<file path="src/rtl/tqbs_pkg.sv">
// ----------------------------------------------------------------------------
// Thick quadratic Bezier stamper package
// Shared types, constants and helper functions for the stamper blocks.
// ----------------------------------------------------------------------------
package tqbs_pkg;

  // Fixed-point format of coordinates
  localparam int unsigned FRAC_BITS     = 4;
  localparam int unsigned DEF_MAX_STEPS = 8191;

  // Configuration register file
  localparam int unsigned CFG_W     = 8;
  localparam int unsigned CFG_IDX_W = 2;
  localparam logic [CFG_IDX_W-1:0] CFG_BEND_RATIO   = 2'd0;
  localparam logic [CFG_IDX_W-1:0] CFG_STEP_DENSITY = 2'd1;
  localparam logic [CFG_IDX_W-1:0] CFG_MIN_STEPS    = 2'd2;
  localparam logic [CFG_W-1:0] RST_BEND_RATIO   = 8'd15;
  localparam logic [CFG_W-1:0] RST_STEP_DENSITY = 8'd24;
  localparam logic [CFG_W-1:0] RST_MIN_STEPS    = 8'd4;

  // Datapath widths
  localparam int unsigned ACC_W   = 50;              // curve numerator / MAC
  localparam int unsigned NN_W    = 32;              // n squared
  localparam int unsigned DEN_W   = NN_W + FRAC_BITS;
  localparam int unsigned QB      = 13;              // quotient bits
  localparam int unsigned QUO_W   = QB + 1;          // signed quotient
  localparam int unsigned SQ_W    = 34;              // sum of squares
  localparam int unsigned LEN_W   = 17;              // chord length
  localparam int unsigned QUEUE_DEPTH = 2;

  typedef enum logic {
    OP_LOAD = 1'b0,
    OP_STEP = 1'b1
  } op_e;

  typedef enum logic [2:0] {
    ST_IDLE,
    ST_LOAD,
    ST_SQRT,
    ST_LFIN,
    ST_STEP,
    ST_WAITX,
    ST_WAITY,
    ST_OUT
  } state_e;

  typedef struct packed {
    logic [CFG_W-1:0] bend_ratio;
    logic [CFG_W-1:0] step_density;
    logic [CFG_W-1:0] min_steps;
  } cfg_t;

  typedef struct packed {
    op_e                op;
    logic signed [15:0] start_x;
    logic signed [15:0] start_y;
    logic signed [15:0] end_x;
    logic signed [15:0] end_y;
    logic               odd_edge;
    logic [15:0]        line_color;
    logic [3:0]         half_size;
  } cmd_t;

  typedef struct packed {
    logic valid;
    cmd_t cmd;
  } head_t;

  function automatic logic signed [15:0] sat16(input logic signed [19:0] v);
    logic signed [15:0] r;
    if (v > 20'sd32767) begin
      r = 16'sh7fff;
    end else if (v < -20'sd32768) begin
      r = 16'sh8000;
    end else begin
      r = $signed(v[15:0]);
    end
    return r;
  endfunction

  function automatic logic signed [11:0] sat12(input logic signed [14:0] v);
    logic signed [11:0] r;
    if (v > 15'sd2047) begin
      r = 12'sh7ff;
    end else if (v < -15'sd2048) begin
      r = 12'sh800;
    end else begin
      r = $signed(v[11:0]);
    end
    return r;
  endfunction

endpackage

</file>
<file path="src/rtl/tqbs_if.sv">
// ----------------------------------------------------------------------------
// Stamper channel interfaces
// Request channel (segment loads and stamp requests) and stamp result channel.
// ----------------------------------------------------------------------------
interface tqbs_in_if;
  logic               valid;
  logic               ready;
  logic               kind;
  logic signed [15:0] start_x;
  logic signed [15:0] start_y;
  logic signed [15:0] end_x;
  logic signed [15:0] end_y;
  logic               odd_edge;
  logic [15:0]        line_color;
  logic [3:0]         half_size;

  modport source (output valid, kind, start_x, start_y, end_x, end_y, odd_edge,
                  line_color, half_size, input ready);
  modport sink   (input valid, kind, start_x, start_y, end_x, end_y, odd_edge,
                  line_color, half_size, output ready);
endinterface

interface tqbs_out_if;
  logic               valid;
  logic               ready;
  logic signed [11:0] rect_x;
  logic signed [11:0] rect_y;
  logic [4:0]         rect_side;
  logic [15:0]        rect_color;
  logic               last;

  modport source (output valid, rect_x, rect_y, rect_side, rect_color, last,
                  input ready);
  modport sink   (input valid, rect_x, rect_y, rect_side, rect_color, last,
                  output ready);
endinterface

</file>
<file path="src/rtl/tqbs_front.sv">
// ----------------------------------------------------------------------------
// Stamper front end
// Accepts requests, decodes their kind and queues them for the back end.
// ----------------------------------------------------------------------------
module tqbs_front (
  input  logic          clk_i,
  input  logic          rst_ni,
  tqbs_in_if.sink       in_if,
  output tqbs_pkg::head_t head_o,
  input  logic          pop_i
);
  import tqbs_pkg::*;

  localparam int unsigned PTR_W = $clog2(QUEUE_DEPTH);
  localparam int unsigned CNT_W = $clog2(QUEUE_DEPTH + 1);

  cmd_t             mem_q [QUEUE_DEPTH];
  logic [PTR_W-1:0] wr_q, wr_d, rd_q, rd_d;
  logic [CNT_W-1:0] cnt_q, cnt_d;
  cmd_t             cmd_in;
  logic             push, pop;

  always_comb begin
    cmd_in.op         = in_if.kind ? OP_STEP : OP_LOAD;
    cmd_in.start_x    = in_if.start_x;
    cmd_in.start_y    = in_if.start_y;
    cmd_in.end_x      = in_if.end_x;
    cmd_in.end_y      = in_if.end_y;
    cmd_in.odd_edge   = in_if.odd_edge;
    cmd_in.line_color = in_if.line_color;
    cmd_in.half_size  = in_if.half_size;
  end

  assign in_if.ready  = (cnt_q != CNT_W'(QUEUE_DEPTH));
  assign push         = in_if.valid && in_if.ready;
  assign pop          = pop_i && (cnt_q != '0);
  assign head_o.valid = (cnt_q != '0);
  assign head_o.cmd   = mem_q[rd_q];

  always_comb begin
    wr_d  = wr_q;
    rd_d  = rd_q;
    cnt_d = cnt_q;
    if (push) begin
      wr_d = (wr_q == PTR_W'(QUEUE_DEPTH - 1)) ? '0 : wr_q + 1'b1;
    end
    if (pop) begin
      rd_d = (rd_q == PTR_W'(QUEUE_DEPTH - 1)) ? '0 : rd_q + 1'b1;
    end
    if (push && !pop) begin
      cnt_d = cnt_q + 1'b1;
    end else if (pop && !push) begin
      cnt_d = cnt_q - 1'b1;
    end
  end

  always_ff @(posedge clk_i or negedge rst_ni) begin
    if (!rst_ni) begin
      wr_q  <= '0;
      rd_q  <= '0;
      cnt_q <= '0;
    end else begin
      wr_q  <= wr_d;
      rd_q  <= rd_d;
      cnt_q <= cnt_d;
    end
  end

  always_ff @(posedge clk_i) begin
    if (push) begin
      mem_q[wr_q] <= cmd_in;
    end
  end

endmodule

</file>
<file path="src/rtl/tqbs_div.sv">
// ----------------------------------------------------------------------------
// Stamper rounding divider
// Restoring divider, one quotient bit per cycle, rounds half away from zero.
// ----------------------------------------------------------------------------
module tqbs_div (
  input  logic                              clk_i,
  input  logic                              rst_ni,
  input  logic                              start_i,
  input  logic signed [tqbs_pkg::ACC_W-1:0] num_i,
  input  logic [tqbs_pkg::DEN_W-1:0]        den_i,
  output logic                              busy_o,
  output logic                              done_o,
  output logic signed [tqbs_pkg::QUO_W-1:0] quo_o
);
  import tqbs_pkg::*;

  localparam int unsigned CNT_W = $clog2(QB);

  logic             busy_q, done_q, neg_q;
  logic [CNT_W-1:0] cnt_q;
  logic [ACC_W-1:0] rem_q, dsh_q, mag;
  logic [QB-1:0]    quo_q;

  assign mag    = num_i[ACC_W-1] ? ACC_W'(-num_i) : ACC_W'(num_i);
  assign busy_o = busy_q;
  assign done_o = done_q;
  assign quo_o  = neg_q ? -$signed({1'b0, quo_q}) : $signed({1'b0, quo_q});

  always_ff @(posedge clk_i or negedge rst_ni) begin
    if (!rst_ni) begin
      busy_q <= 1'b0;
      done_q <= 1'b0;
    end else begin
      done_q <= 1'b0;
      if (start_i) begin
        busy_q <= 1'b1;
      end else if (busy_q && cnt_q == '0) begin
        busy_q <= 1'b0;
        done_q <= 1'b1;
      end
    end
  end

  // Numerator 2|n| + d against divisor 2d gives the rounded magnitude
  always_ff @(posedge clk_i) begin
    if (start_i) begin
      rem_q <= (mag << 1) + ACC_W'(den_i);
      dsh_q <= ACC_W'(den_i) << QB;
      neg_q <= num_i[ACC_W-1];
      quo_q <= '0;
      cnt_q <= CNT_W'(QB - 1);
    end else if (busy_q) begin
      if (rem_q >= dsh_q) begin
        rem_q <= rem_q - dsh_q;
        quo_q <= {quo_q[QB-2:0], 1'b1};
      end else begin
        quo_q <= {quo_q[QB-2:0], 1'b0};
      end
      dsh_q <= dsh_q >> 1;
      cnt_q <= cnt_q - 1'b1;
    end
  end

endmodule

</file>
<file path="src/rtl/tqbs_back.sv">
// ----------------------------------------------------------------------------
// Stamper back end
// Segment setup (length, steps, control point) and per-stamp curve evaluation.
// ----------------------------------------------------------------------------
module tqbs_back #(
  parameter int unsigned MAX_STEPS = tqbs_pkg::DEF_MAX_STEPS
) (
  input  logic            clk_i,
  input  logic            rst_ni,
  input  tqbs_pkg::cfg_t  cfg_i,
  input  tqbs_pkg::head_t head_i,
  output logic            pop_o,
  tqbs_out_if.source      out_if
);
  import tqbs_pkg::*;

  localparam int unsigned SW   = $clog2(MAX_STEPS + 1);
  localparam int unsigned PH_W = 5;
  localparam int unsigned MA_W = SQ_W;
  localparam int unsigned MB_W = 17;
  localparam logic [PH_W-1:0] PH_LOAD_LAST = 5'd2;
  localparam logic [PH_W-1:0] PH_SQRT_LAST = 5'(LEN_W - 1);
  localparam logic [PH_W-1:0] PH_LFIN_LAST = 5'd3;
  localparam logic [PH_W-1:0] PH_DIV_X     = 5'd6;
  localparam logic [PH_W-1:0] PH_STEP_LAST = 5'd8;

  state_e             st_q, st_d;
  logic [PH_W-1:0]    ph_q, ph_d;
  logic signed [15:0] pa_x_q, pa_y_q, pb_x_q, pb_y_q, ctrl_x_q, ctrl_y_q;
  logic [SW-1:0]      total_q, index_q;
  logic [15:0]        color_q;
  logic [3:0]         half_q;
  logic               odd_q, active_q;
  logic signed [ACC_W-1:0] acc_q;
  logic [NN_W-1:0]    uu_q, us_q, ss_q;
  logic [SQ_W-1:0]    sq_v_q, sq_res_q, sq_bit_q, sq_t;
  logic signed [QUO_W-1:0] qx_q, qy_q;

  logic               out_valid_q, out_last_q;
  logic signed [11:0] out_x_q, out_y_q;
  logic [4:0]         out_side_q;
  logic [15:0]        out_color_q;

  // control strobes
  logic pop, take_load, out_load, acc_en, acc_clr, div_start;
  logic signed [MA_W-1:0] mul_a;
  logic signed [MB_W-1:0] mul_b;
  logic signed [MA_W+MB_W-1:0] prod;

  logic signed [16:0] dx, dy, mx, my;
  logic signed [17:0] sdx, sdy;
  logic [SW-1:0]      u_cnt;
  logic [NN_W+1:0]    nn_w;
  logic [DEN_W-1:0]   den;
  logic signed [ACC_W-1:0] div_num;
  logic               div_busy, div_done;
  logic signed [QUO_W-1:0] div_quo;
  logic [LEN_W-1:0]   len;
  logic               len_short;
  logic signed [ACC_W-1:0] off_full;
  logic signed [19:0] off20;
  logic [16:0]        raw_steps, steps_lo, steps_mid;
  logic [CFG_W-1:0]   min_eff;
  logic               fin;

  // geometry of the loaded segment
  assign dx  = 17'(pb_x_q) - 17'(pa_x_q);
  assign dy  = 17'(pb_y_q) - 17'(pa_y_q);
  assign mx  = (17'(pa_x_q) + 17'(pb_x_q)) >>> 1;
  assign my  = (17'(pa_y_q) + 17'(pb_y_q)) >>> 1;
  assign sdx = odd_q ? 18'(dx) : -18'(dx);
  assign sdy = odd_q ? -18'(dy) : 18'(dy);
  assign len = sq_res_q[LEN_W-1:0];
  assign len_short = (len < LEN_W'(1 << FRAC_BITS));

  assign u_cnt = total_q - index_q;
  assign nn_w  = (NN_W+2)'(uu_q) + ((NN_W+2)'(us_q) << 1) + (NN_W+2)'(ss_q);
  assign den   = {nn_w[NN_W-1:0], {FRAC_BITS{1'b0}}};
  assign div_num = acc_q;
  assign fin   = (index_q >= total_q);

  // rounded perpendicular offset from the last product
  assign off_full = (acc_q + ACC_W'(128)) >>> 8;
  assign off20    = $signed(off_full[19:0]);

  assign raw_steps = acc_q[FRAC_BITS+4 +: 17];
  assign min_eff   = (cfg_i.min_steps == '0) ? CFG_W'(1) : cfg_i.min_steps;
  assign steps_lo  = (raw_steps < 17'(min_eff)) ? 17'(min_eff) : raw_steps;
  assign steps_mid = (steps_lo > 17'(MAX_STEPS)) ? 17'(MAX_STEPS) : steps_lo;

  // square root step
  assign sq_t = sq_res_q + sq_bit_q;

  assign prod = mul_a * mul_b;

  tqbs_div u_div (
    .clk_i   (clk_i),
    .rst_ni  (rst_ni),
    .start_i (div_start),
    .num_i   (div_num),
    .den_i   (den),
    .busy_o  (div_busy),
    .done_o  (div_done),
    .quo_o   (div_quo)
  );

  // next state, multiplier operands and strobes
  always_comb begin
    st_d      = st_q;
    ph_d      = ph_q + 1'b1;
    pop       = 1'b0;
    take_load = 1'b0;
    out_load  = 1'b0;
    acc_en    = 1'b0;
    acc_clr   = 1'b0;
    div_start = 1'b0;
    mul_a     = '0;
    mul_b     = '0;
    case (st_q)
      ST_IDLE: begin
        ph_d = '0;
        if (head_i.valid) begin
          pop = 1'b1;
          if (head_i.cmd.op == OP_LOAD) begin
            take_load = 1'b1;
            st_d      = ST_LOAD;
          end else if (active_q) begin
            st_d = ST_STEP;
          end
        end
      end
      ST_LOAD: begin
        case (ph_q)
          5'd0: begin
            mul_a = MA_W'(dx); mul_b = dx; acc_en = 1'b1; acc_clr = 1'b1;
          end
          5'd1: begin
            mul_a = MA_W'(dy); mul_b = dy; acc_en = 1'b1;
          end
          default: ;
        endcase
        if (ph_q == PH_LOAD_LAST) begin
          st_d = ST_SQRT;
          ph_d = '0;
        end
      end
      ST_SQRT: begin
        if (ph_q == PH_SQRT_LAST) begin
          st_d = ST_LFIN;
          ph_d = '0;
        end
      end
      ST_LFIN: begin
        acc_en  = 1'b1;
        acc_clr = 1'b1;
        case (ph_q)
          5'd0: begin
            mul_a = $signed(MA_W'(len)); mul_b = $signed(MB_W'(cfg_i.step_density));
          end
          5'd1: begin
            mul_a = MA_W'(sdy); mul_b = $signed(MB_W'(cfg_i.bend_ratio));
          end
          5'd2: begin
            mul_a = MA_W'(sdx); mul_b = $signed(MB_W'(cfg_i.bend_ratio));
          end
          default: acc_en = 1'b0;
        endcase
        if (ph_q == PH_LFIN_LAST) begin
          st_d = ST_IDLE;
        end
      end
      ST_STEP: begin
        case (ph_q)
          5'd0: begin
            mul_a = $signed(MA_W'(u_cnt)); mul_b = $signed(MB_W'(u_cnt));
          end
          5'd1: begin
            mul_a = $signed(MA_W'(u_cnt)); mul_b = $signed(MB_W'(index_q));
          end
          5'd2: begin
            mul_a = $signed(MA_W'(index_q)); mul_b = $signed(MB_W'(index_q));
          end
          5'd3, 5'd6: begin
            mul_a   = $signed(MA_W'(uu_q));
            mul_b   = (ph_q == 5'd3) ? MB_W'(pa_x_q) : MB_W'(pa_y_q);
            acc_en  = 1'b1;
            acc_clr = 1'b1;
          end
          5'd4, 5'd7: begin
            mul_a  = $signed({1'b0, us_q, 1'b0});
            mul_b  = (ph_q == 5'd4) ? MB_W'(ctrl_x_q) : MB_W'(ctrl_y_q);
            acc_en = 1'b1;
          end
          5'd5, 5'd8: begin
            mul_a  = $signed(MA_W'(ss_q));
            mul_b  = (ph_q == 5'd5) ? MB_W'(pb_x_q) : MB_W'(pb_y_q);
            acc_en = 1'b1;
          end
          default: ;
        endcase
        // x numerator is complete: divide it while the y numerator builds
        if (ph_q == PH_DIV_X) begin
          div_start = 1'b1;
        end
        if (ph_q == PH_STEP_LAST) begin
          st_d = ST_WAITX;
        end
      end
      ST_WAITX: begin
        if (div_done) begin
          div_start = 1'b1;
          st_d      = ST_WAITY;
        end
      end
      ST_WAITY: begin
        if (div_done) begin
          st_d = ST_OUT;
        end
      end
      ST_OUT: begin
        if (!out_valid_q || out_if.ready) begin
          out_load = 1'b1;
          st_d     = ST_IDLE;
        end
      end
      default: st_d = ST_IDLE;
    endcase
  end

  assign pop_o = pop;

  always_ff @(posedge clk_i or negedge rst_ni) begin
    if (!rst_ni) begin
      st_q        <= ST_IDLE;
      ph_q        <= '0;
      active_q    <= 1'b0;
      out_valid_q <= 1'b0;
    end else begin
      st_q <= st_d;
      ph_q <= ph_d;
      if (take_load) begin
        active_q <= 1'b1;
      end else if (out_load && fin) begin
        active_q <= 1'b0;
      end
      if (out_load) begin
        out_valid_q <= 1'b1;
      end else if (out_if.ready) begin
        out_valid_q <= 1'b0;
      end
    end
  end

  always_ff @(posedge clk_i) begin
    if (take_load) begin
      pa_x_q  <= head_i.cmd.start_x;
      pa_y_q  <= head_i.cmd.start_y;
      pb_x_q  <= head_i.cmd.end_x;
      pb_y_q  <= head_i.cmd.end_y;
      odd_q   <= head_i.cmd.odd_edge;
      color_q <= head_i.cmd.line_color;
      half_q  <= head_i.cmd.half_size;
      index_q <= '0;
    end else if (out_load && !fin) begin
      index_q <= index_q + 1'b1;
    end

    if (acc_en) begin
      acc_q <= ACC_W'(prod) + (acc_clr ? '0 : acc_q);
    end

    if (st_q == ST_STEP) begin
      case (ph_q)
        5'd0:    uu_q <= NN_W'(prod);
        5'd1:    us_q <= NN_W'(prod);
        5'd2:    ss_q <= NN_W'(prod);
        default: ;
      endcase
    end

    // bit-pair square root of the sum of squares
    if (st_q == ST_LOAD && ph_q == PH_LOAD_LAST) begin
      sq_v_q   <= SQ_W'(acc_q);
      sq_res_q <= '0;
      sq_bit_q <= SQ_W'(1) << (2 * (LEN_W - 1));
    end else if (st_q == ST_SQRT) begin
      if (sq_v_q >= sq_t) begin
        sq_v_q   <= sq_v_q - sq_t;
        sq_res_q <= (sq_res_q >> 1) + sq_bit_q;
      end else begin
        sq_res_q <= sq_res_q >> 1;
      end
      sq_bit_q <= sq_bit_q >> 2;
    end

    if (st_q == ST_LFIN) begin
      case (ph_q)
        5'd1:    total_q  <= SW'(steps_mid);
        5'd2:    ctrl_x_q <= sat16(len_short ? 20'(mx) : 20'(mx) + off20);
        5'd3:    ctrl_y_q <= sat16(len_short ? 20'(my) : 20'(my) + off20);
        default: ;
      endcase
    end

    if (st_q == ST_WAITX && div_done) begin
      qx_q <= div_quo;
    end
    if (st_q == ST_WAITY && div_done) begin
      qy_q <= div_quo;
    end

    if (out_load) begin
      out_x_q     <= sat12(15'(qx_q) - 15'(half_q));
      out_y_q     <= sat12(15'(qy_q) - 15'(half_q));
      out_side_q  <= {half_q, 1'b0};
      out_color_q <= color_q;
      out_last_q  <= fin;
    end
  end

  assign out_if.valid      = out_valid_q;
  assign out_if.rect_x     = out_x_q;
  assign out_if.rect_y     = out_y_q;
  assign out_if.rect_side  = out_side_q;
  assign out_if.rect_color = out_color_q;
  assign out_if.last       = out_last_q;

  a_index_in_range: assert property (@(posedge clk_i) disable iff (!rst_ni)
    (active_q && st_q == ST_IDLE) |-> (index_q <= total_q))
    else $error("stamp index past step total");

  a_total_nonzero: assert property (@(posedge clk_i) disable iff (!rst_ni)
    (active_q && st_q == ST_IDLE) |-> (total_q != '0))
    else $error("active segment with zero steps");

  a_div_free: assert property (@(posedge clk_i) disable iff (!rst_ni)
    div_start |-> !div_busy)
    else $error("divider restarted while busy");

endmodule

</file>
<file path="src/rtl/thick_quadratic_bezier_stamper_unit.sv">
// ----------------------------------------------------------------------------
// Thick quadratic Bezier stamper
// Turns a segment into a run of square stamps along a bent quadratic curve.
// ----------------------------------------------------------------------------
// Usage:
//   in_if carries requests. kind 0 loads a segment (endpoints, parity, color,
//   half size); kind 1 asks for the next stamp of the loaded segment. A load
//   yields no result; each stamp request yields one rectangle on out_if until
//   the stamp flagged last has gone out, after which requests are dropped.
//   A segment of n steps gives n+1 stamps.
//   Configuration (bend ratio, step density, minimum steps) is written through
//   cfg_we_i/cfg_idx_i/cfg_data_i; the user must write it only while the block
//   is idle, as the block itself does not enforce it. Unknown indexes are ignored.
// Timing:
//   A two-entry queue sits between the request side and the datapath, so
//   requests are taken while earlier ones are still being worked on.
//   Setting up a segment takes the request, forms the squared chord, runs the
//   bit-pair square root and then sets the step count and control point. A
//   stamp goes from the queue head to the output register by taking the
//   request, forming nine products on the shared multiplier and making two
//   passes of the rounding divider, one per axis, the x pass overlapping the
//   last y products.
//   The result sits in an output register; a stalled receiver holds it there
//   and the datapath waits for the slot, while the queue keeps filling.
// Reset:
//   Clears the queue, drops any loaded segment and restores the register
//   defaults (bend 15, density 24, minimum steps 4).
// ----------------------------------------------------------------------------
module thick_quadratic_bezier_stamper_unit #(
  parameter int unsigned MAX_STEPS = tqbs_pkg::DEF_MAX_STEPS
) (
  input  logic                               clk_i,
  input  logic                               rst_ni,
  input  logic                               cfg_we_i,
  input  logic [tqbs_pkg::CFG_IDX_W-1:0]     cfg_idx_i,
  input  logic [tqbs_pkg::CFG_W-1:0]         cfg_data_i,
  tqbs_in_if.sink                            in_if,
  tqbs_out_if.source                         out_if
);
  import tqbs_pkg::*;

  cfg_t  cfg_q;
  head_t head;
  logic  pop;

  // Configuration registers: write one, hold the rest
  always_ff @(posedge clk_i or negedge rst_ni) begin
    if (!rst_ni) begin
      cfg_q.bend_ratio   <= RST_BEND_RATIO;
      cfg_q.step_density <= RST_STEP_DENSITY;
      cfg_q.min_steps    <= RST_MIN_STEPS;
    end else if (cfg_we_i) begin
      case (cfg_idx_i)
        CFG_BEND_RATIO:   cfg_q.bend_ratio   <= cfg_data_i;
        CFG_STEP_DENSITY: cfg_q.step_density <= cfg_data_i;
        CFG_MIN_STEPS:    cfg_q.min_steps    <= cfg_data_i;
        default: ;
      endcase
    end
  end

  // Front: decode and queue requests
  tqbs_front u_front (
    .clk_i  (clk_i),
    .rst_ni (rst_ni),
    .in_if  (in_if),
    .head_o (head),
    .pop_i  (pop)
  );

  // Back: segment setup and stamp evaluation, drives the result register
  tqbs_back #(
    .MAX_STEPS (MAX_STEPS)
  ) u_back (
    .clk_i  (clk_i),
    .rst_ni (rst_ni),
    .cfg_i  (cfg_q),
    .head_i (head),
    .pop_o  (pop),
    .out_if (out_if)
  );

endmodule

</file>
<file path="src/flat_wrapper.sv">
// flat-port wrapper written by rule: the top's interface ports become plain ports
module thick_quadratic_bezier_stamper_unit_flat import tqbs_pkg::*;
#(
  parameter int unsigned MAX_STEPS = tqbs_pkg::DEF_MAX_STEPS
)
  (clk_i, rst_ni, cfg_we_i, cfg_idx_i, cfg_data_i, in_if_valid, in_if_kind, in_if_start_x, in_if_start_y, in_if_end_x, in_if_end_y, in_if_odd_edge, in_if_line_color, in_if_half_size, in_if_ready, out_if_valid, out_if_rect_x, out_if_rect_y, out_if_rect_side, out_if_rect_color, out_if_last, out_if_ready);
  tqbs_in_if in_if_i ();
  tqbs_out_if out_if_i ();
  input  logic clk_i;
  input  logic rst_ni;
  input  logic cfg_we_i;
  input  logic [tqbs_pkg::CFG_IDX_W-1:0] cfg_idx_i;
  input  logic [tqbs_pkg::CFG_W-1:0] cfg_data_i;
  input wire logic [$bits(in_if_i.valid)-1:0] in_if_valid;
  input wire logic [$bits(in_if_i.kind)-1:0] in_if_kind;
  input wire logic [$bits(in_if_i.start_x)-1:0] in_if_start_x;
  input wire logic [$bits(in_if_i.start_y)-1:0] in_if_start_y;
  input wire logic [$bits(in_if_i.end_x)-1:0] in_if_end_x;
  input wire logic [$bits(in_if_i.end_y)-1:0] in_if_end_y;
  input wire logic [$bits(in_if_i.odd_edge)-1:0] in_if_odd_edge;
  input wire logic [$bits(in_if_i.line_color)-1:0] in_if_line_color;
  input wire logic [$bits(in_if_i.half_size)-1:0] in_if_half_size;
  output wire logic [$bits(in_if_i.ready)-1:0] in_if_ready;
  output wire logic [$bits(out_if_i.valid)-1:0] out_if_valid;
  output wire logic [$bits(out_if_i.rect_x)-1:0] out_if_rect_x;
  output wire logic [$bits(out_if_i.rect_y)-1:0] out_if_rect_y;
  output wire logic [$bits(out_if_i.rect_side)-1:0] out_if_rect_side;
  output wire logic [$bits(out_if_i.rect_color)-1:0] out_if_rect_color;
  output wire logic [$bits(out_if_i.last)-1:0] out_if_last;
  input wire logic [$bits(out_if_i.ready)-1:0] out_if_ready;
  assign in_if_i.valid = in_if_valid;
  assign in_if_i.kind = in_if_kind;
  assign in_if_i.start_x = in_if_start_x;
  assign in_if_i.start_y = in_if_start_y;
  assign in_if_i.end_x = in_if_end_x;
  assign in_if_i.end_y = in_if_end_y;
  assign in_if_i.odd_edge = in_if_odd_edge;
  assign in_if_i.line_color = in_if_line_color;
  assign in_if_i.half_size = in_if_half_size;
  assign in_if_ready = in_if_i.ready;
  assign out_if_valid = out_if_i.valid;
  assign out_if_rect_x = out_if_i.rect_x;
  assign out_if_rect_y = out_if_i.rect_y;
  assign out_if_rect_side = out_if_i.rect_side;
  assign out_if_rect_color = out_if_i.rect_color;
  assign out_if_last = out_if_i.last;
  assign out_if_i.ready = out_if_ready;
  thick_quadratic_bezier_stamper_unit #(.MAX_STEPS(MAX_STEPS)) u_core (.clk_i(clk_i), .rst_ni(rst_ni), .cfg_we_i(cfg_we_i), .cfg_idx_i(cfg_idx_i), .cfg_data_i(cfg_data_i), .in_if(in_if_i), .out_if(out_if_i));
endmodule
</file>
<file path="config.mk">
export PLATFORM = sky130hd
export DESIGN_NAME = thick_quadratic_bezier_stamper_unit_flat
export DESIGN_NICKNAME = d
export VERILOG_FILES = /design/src/rtl/tqbs_pkg.sv /design/src/rtl/tqbs_if.sv /design/src/rtl/tqbs_front.sv /design/src/rtl/tqbs_div.sv /design/src/rtl/tqbs_back.sv /design/src/rtl/thick_quadratic_bezier_stamper_unit.sv /design/src/flat_wrapper.sv
export SDC_FILE = /design/constraint.sdc
export NUM_CORES = 2
export LEC_CHECK = 0
export ABC_AREA = 1
export BUFFER_PORTS_ARGS = -buffer_cell sky130_fd_sc_hd__buf_4
export CORE_MARGIN = 2
export CORE_UTILIZATION = 25
export DETAILED_ROUTE_END_ITERATION = 10
export SYNTH_ARGS = -nofsm -noshare
export SYNTH_HDL_FRONTEND = slang
export SYNTH_HIERARCHICAL = 1
export SYNTH_SLANG_ARGS = --single-unit
export TNS_END_PERCENT = 10
</file>
<file path="constraint.sdc">
create_clock -name clk_i -period 21 [get_ports clk_i]
set_clock_uncertainty 0.1 [all_clocks]
set_input_delay 1.05 -clock clk_i [delete_from_list [all_inputs] [get_ports clk_i]]
set_output_delay 1.05 -clock clk_i [all_outputs]
set_load 0.03 [all_outputs]
</file>
==> metrics.txt <==
outcome complete, no violations; Clk pin slew, worst setup/hold paths 0.08 ns; Post CTS Setup Buffer Count 0; Placement Rows 201; buffer type at the clock tree root sky130_fd_sc_hd__clkbuf_16; CTS resizes 0; signal arrival time at the worst endpoint 13.56 ns; final non-filler cell area 84000 sq um; utilization after layout 0.280; HPWL reported at the end of detailed placement 202000 um; later-pin clock latency in the skew report 0.73 ns; total wire length after detailed routing 252000 um; most heavily used metal layer in global routing met2; count of different cell masters after synthesis 81; max-slew violation count 0; Data required, critical path 21.40 ns; total number of nets in the final design 10800; ratio of final minimum period to clock period 0.627; CTS hold repair buffers 0; number of enable-type register cells in the synthesized netlist 642; area of placed instances 81000 sq um; Die Y-Extent 554 um; wire length of the first global-routing pass 383000 um; H-tree depth 3; met2 global-route usage 0.249; Design Power 13.2 mW; most frequent cells in the layout sky130_fd_sc_hd__nand2_1 (2319), sky130_fd_sc_hd__inv_1 (1596), sky130_fd_sc_hd__nor2_1 (826), sky130_fd_sc_hd__a21oi_1 (643), sky130_fd_sc_hd__edfxtp_1 (642); register area 22200 sq um; overflow left after global routing 0; WS Path Type reg2reg; highest-delay cell along the critical path sky130_fd_sc_hd__o21ai_0; synth-to-layout area growth 11.1%; vias per inst 4.73; core area 301000 sq um; maximum buffer depth of the clock tree 3; via count 64600; endpoint kind of the worst setup timing path flip-flop; number of global-route vias before repair 62600; sum of negative setup slack 0 ns; I/O Buffers 147; Fmax 0.0760 GHz; effective utilization at floorplan 0.252; Peak VDD IR 0.0000772 V; Final Critical Period 13.17 ns; met1 usage 0.227; final worst slack 7.83 ns; number of warnings issued by yosys 6; most common cell after layout, fill and taps aside sky130_fd_sc_hd__nand2_1; total track usage 0.160; Detailed Routing Iterations Pass 1 8; Hold Path Class in2async; setup repair after global routing missed its margin no; Die Footprint 307000 sq um; Post-DRT Antenna Nets 0; CTS tree built; mean post-synth cell area 7.92 sq um; synthesized area 75600 sq um; number of register bits inferred by synthesis 776; crit-path max FO 24; ratio of cells with drive above 1 in the final layout 0.0643; worst slack at placement 7.07 ns; measured slew at the worst slew-check pin 1.21 ns; Startpoint Class flip-flop; share of synthesized registers carrying an async set or reset 0.0515; CTS sink count 776; area used by multi-input combinational logic 46100 sq um; number of top-level pins 149; leak pwr 38.5 nW; total of max-cap violations 0; Most Frequent Cell on Critical Path sky130_fd_sc_hd__nand2_1; number of buffers created by CTS 86; number of antenna violations at the first check in global routing 13; Die Width 554 um; Final Hold Vio Count 0; remaining design rule violation count 0; Post-synth top flop sky130_fd_sc_hd__edfxtp_1; delay of the slowest cell on the worst path 0.92 ns; Fillers 32400; RePlAce Congestion 1.03; Starting DRT DRC Count 5865; count of endpoints failing setup in the final report 0; share of the yosys chip area belonging to registers 0.293; cell count after synthesis 9552; average detailed-routed wire length per instance 18.5 um; worst max-slew margin expressed relative to the limit 0.190; largest net degree at the start of global routing 70; routing usage on met3 0.0252; pwr dens 157 nW/um^2
[Yosys cell counts, drive strengths merged (33+ instances only)]
library cell	n	area, sq um
nand2	2398	9260
inv	1654	6210
nor2	870	3430
a21oi	647	3250
edfxtp	642	19300
fa	589	11800
o21ai	574	2910
ha	494	6180
nand3	337	1840
xor2	228	2000
buf	132	837
xnor2	127	1110
clkbuf	115	433
dfxtp	94	1880
nand4	93	594
nor3	91	477
o22ai	45	282
a31oi	43	275
o211ai	41	308
dfrtp	33	826
[report_power, final]
group          internal [mW]  total, mW  switching (mW)
Combinational           2.73       8.79            6.06
Sequential              2.40       2.79           0.389
Clock                  0.909       1.62           0.713
[cell families (layout without fill, tap and decap cells)]
logic type / Yosys count / after routing / share of synthesized area
AO/OA/AOI/OAI: 1560 / 1560 / 0.115
XOR/XNOR: 355 / 355 / 0.0412
adder cells (fa/ha/maj): 1083 / 1083 / 0.238
buffers and inverters: 1912 / 2034 / 0.0995
AND/OR/NAND/NOR: 3863 / 3863 / 0.213
flip-flops: 776 / 776 / 0.293
multiplexers: 2 / 2 / 0.000298
other: 1 / 12 / 0.0000496
[registers in the layout (all words and copies together), names as in the netlist, 17 cells and up]
name,count
u_core/u_back/uu_q,32
u_core/u_back/u_div/dsh_q,49
u_core/u_front/mem_q,172
u_core/u_back/sq_bit_q,17
u_core/u_back/acc_q,50
u_core/u_back/us_q,32
u_core/cfg_q,24
u_core/u_back/sq_res_q,34
u_core/u_back/ss_q,32
u_core/u_back/sq_v_q,34
u_core/u_back/u_div/rem_q,50
[metal layers]
layer | part of all wire | vias up
li1 | - | 30800
met1 | 0.46 | 31000
met3 | 0.075 | 402
met4 | 0.032 | 12
met2 | 0.44 | 2330
met5 | 0.00034 | -
[final cells by class]
| cell class | count | area share |
|---|---|---|
| Multi-Input combinational cell | 6872 | 0.548 |
| Clock buffer | 100 | 0.0268 |
| Clock inverter | 62 | 0.00880 |
| Timing Repair Buffer | 207 | 0.0187 |
| Sequential cell | 776 | 0.264 |
| Tap cell | 3958 | 0.0589 |
| Antenna cell | 3 | 0.0000893 |
| Inverter | 1665 | 0.0744 |
[critical path, delay by kind of cell, from the launching register on]
| kind | cells | cell delay [ns] |
|---|---|---|
| adders and majority gates | 9 | 3.69 |
| DFF | 1 | 0.43 |
| and+or+nand+nor | 22 | 2.58 |
| AOI/OAI and AO/OA | 11 | 3.95 |
| xor gates and xnor gates | 1 | 0.39 |
| buffers and inverters | 12 | 1.77 |
[per-stage QoR]
| stage | instances | hold slack [ns] |
|---|---|---|
| 6_report | 13600 | 0.316 |
| 3_5_place_dp | 13500 | 0.305 |
| 4_1_cts | 13600 | 0.278 |
| 5_1_grt | 13600 | 0.316 |
| 2_1_floorplan | 9560 | 0.300 |
| 3_3_place_gp | 13500 | 0.302 |
[final timing paths]
| check | startpoint | endpoint | slack [ns] | depth (start not counted) |
|---|---|---|---|---|
| setup reg to reg | u_core/u_back/ph_q[0] | u_core/u_back/acc_q[49] | 7.83 | 55 |
| min in group clk_i | u_core/u_back/color_q[7] | u_core/u_back/out_if.rect_color[7] | 0.32 | 0 |
| max in group asynchronous | rst_ni | u_core/u_front/rd_q | 19.89 | 1 |
| setup / recovery | u_core/u_back/ph_q[0] | u_core/u_back/acc_q[49] | 7.83 | 55 |
| hold reg to reg | u_core/u_back/color_q[7] | u_core/u_back/out_if.rect_color[7] | 0.32 | 0 |
| hold / removal | rst_ni | u_core/cfg_q[15] | 0.32 | 1 |
No activity file was read; power rests on OpenSTA's default activity.
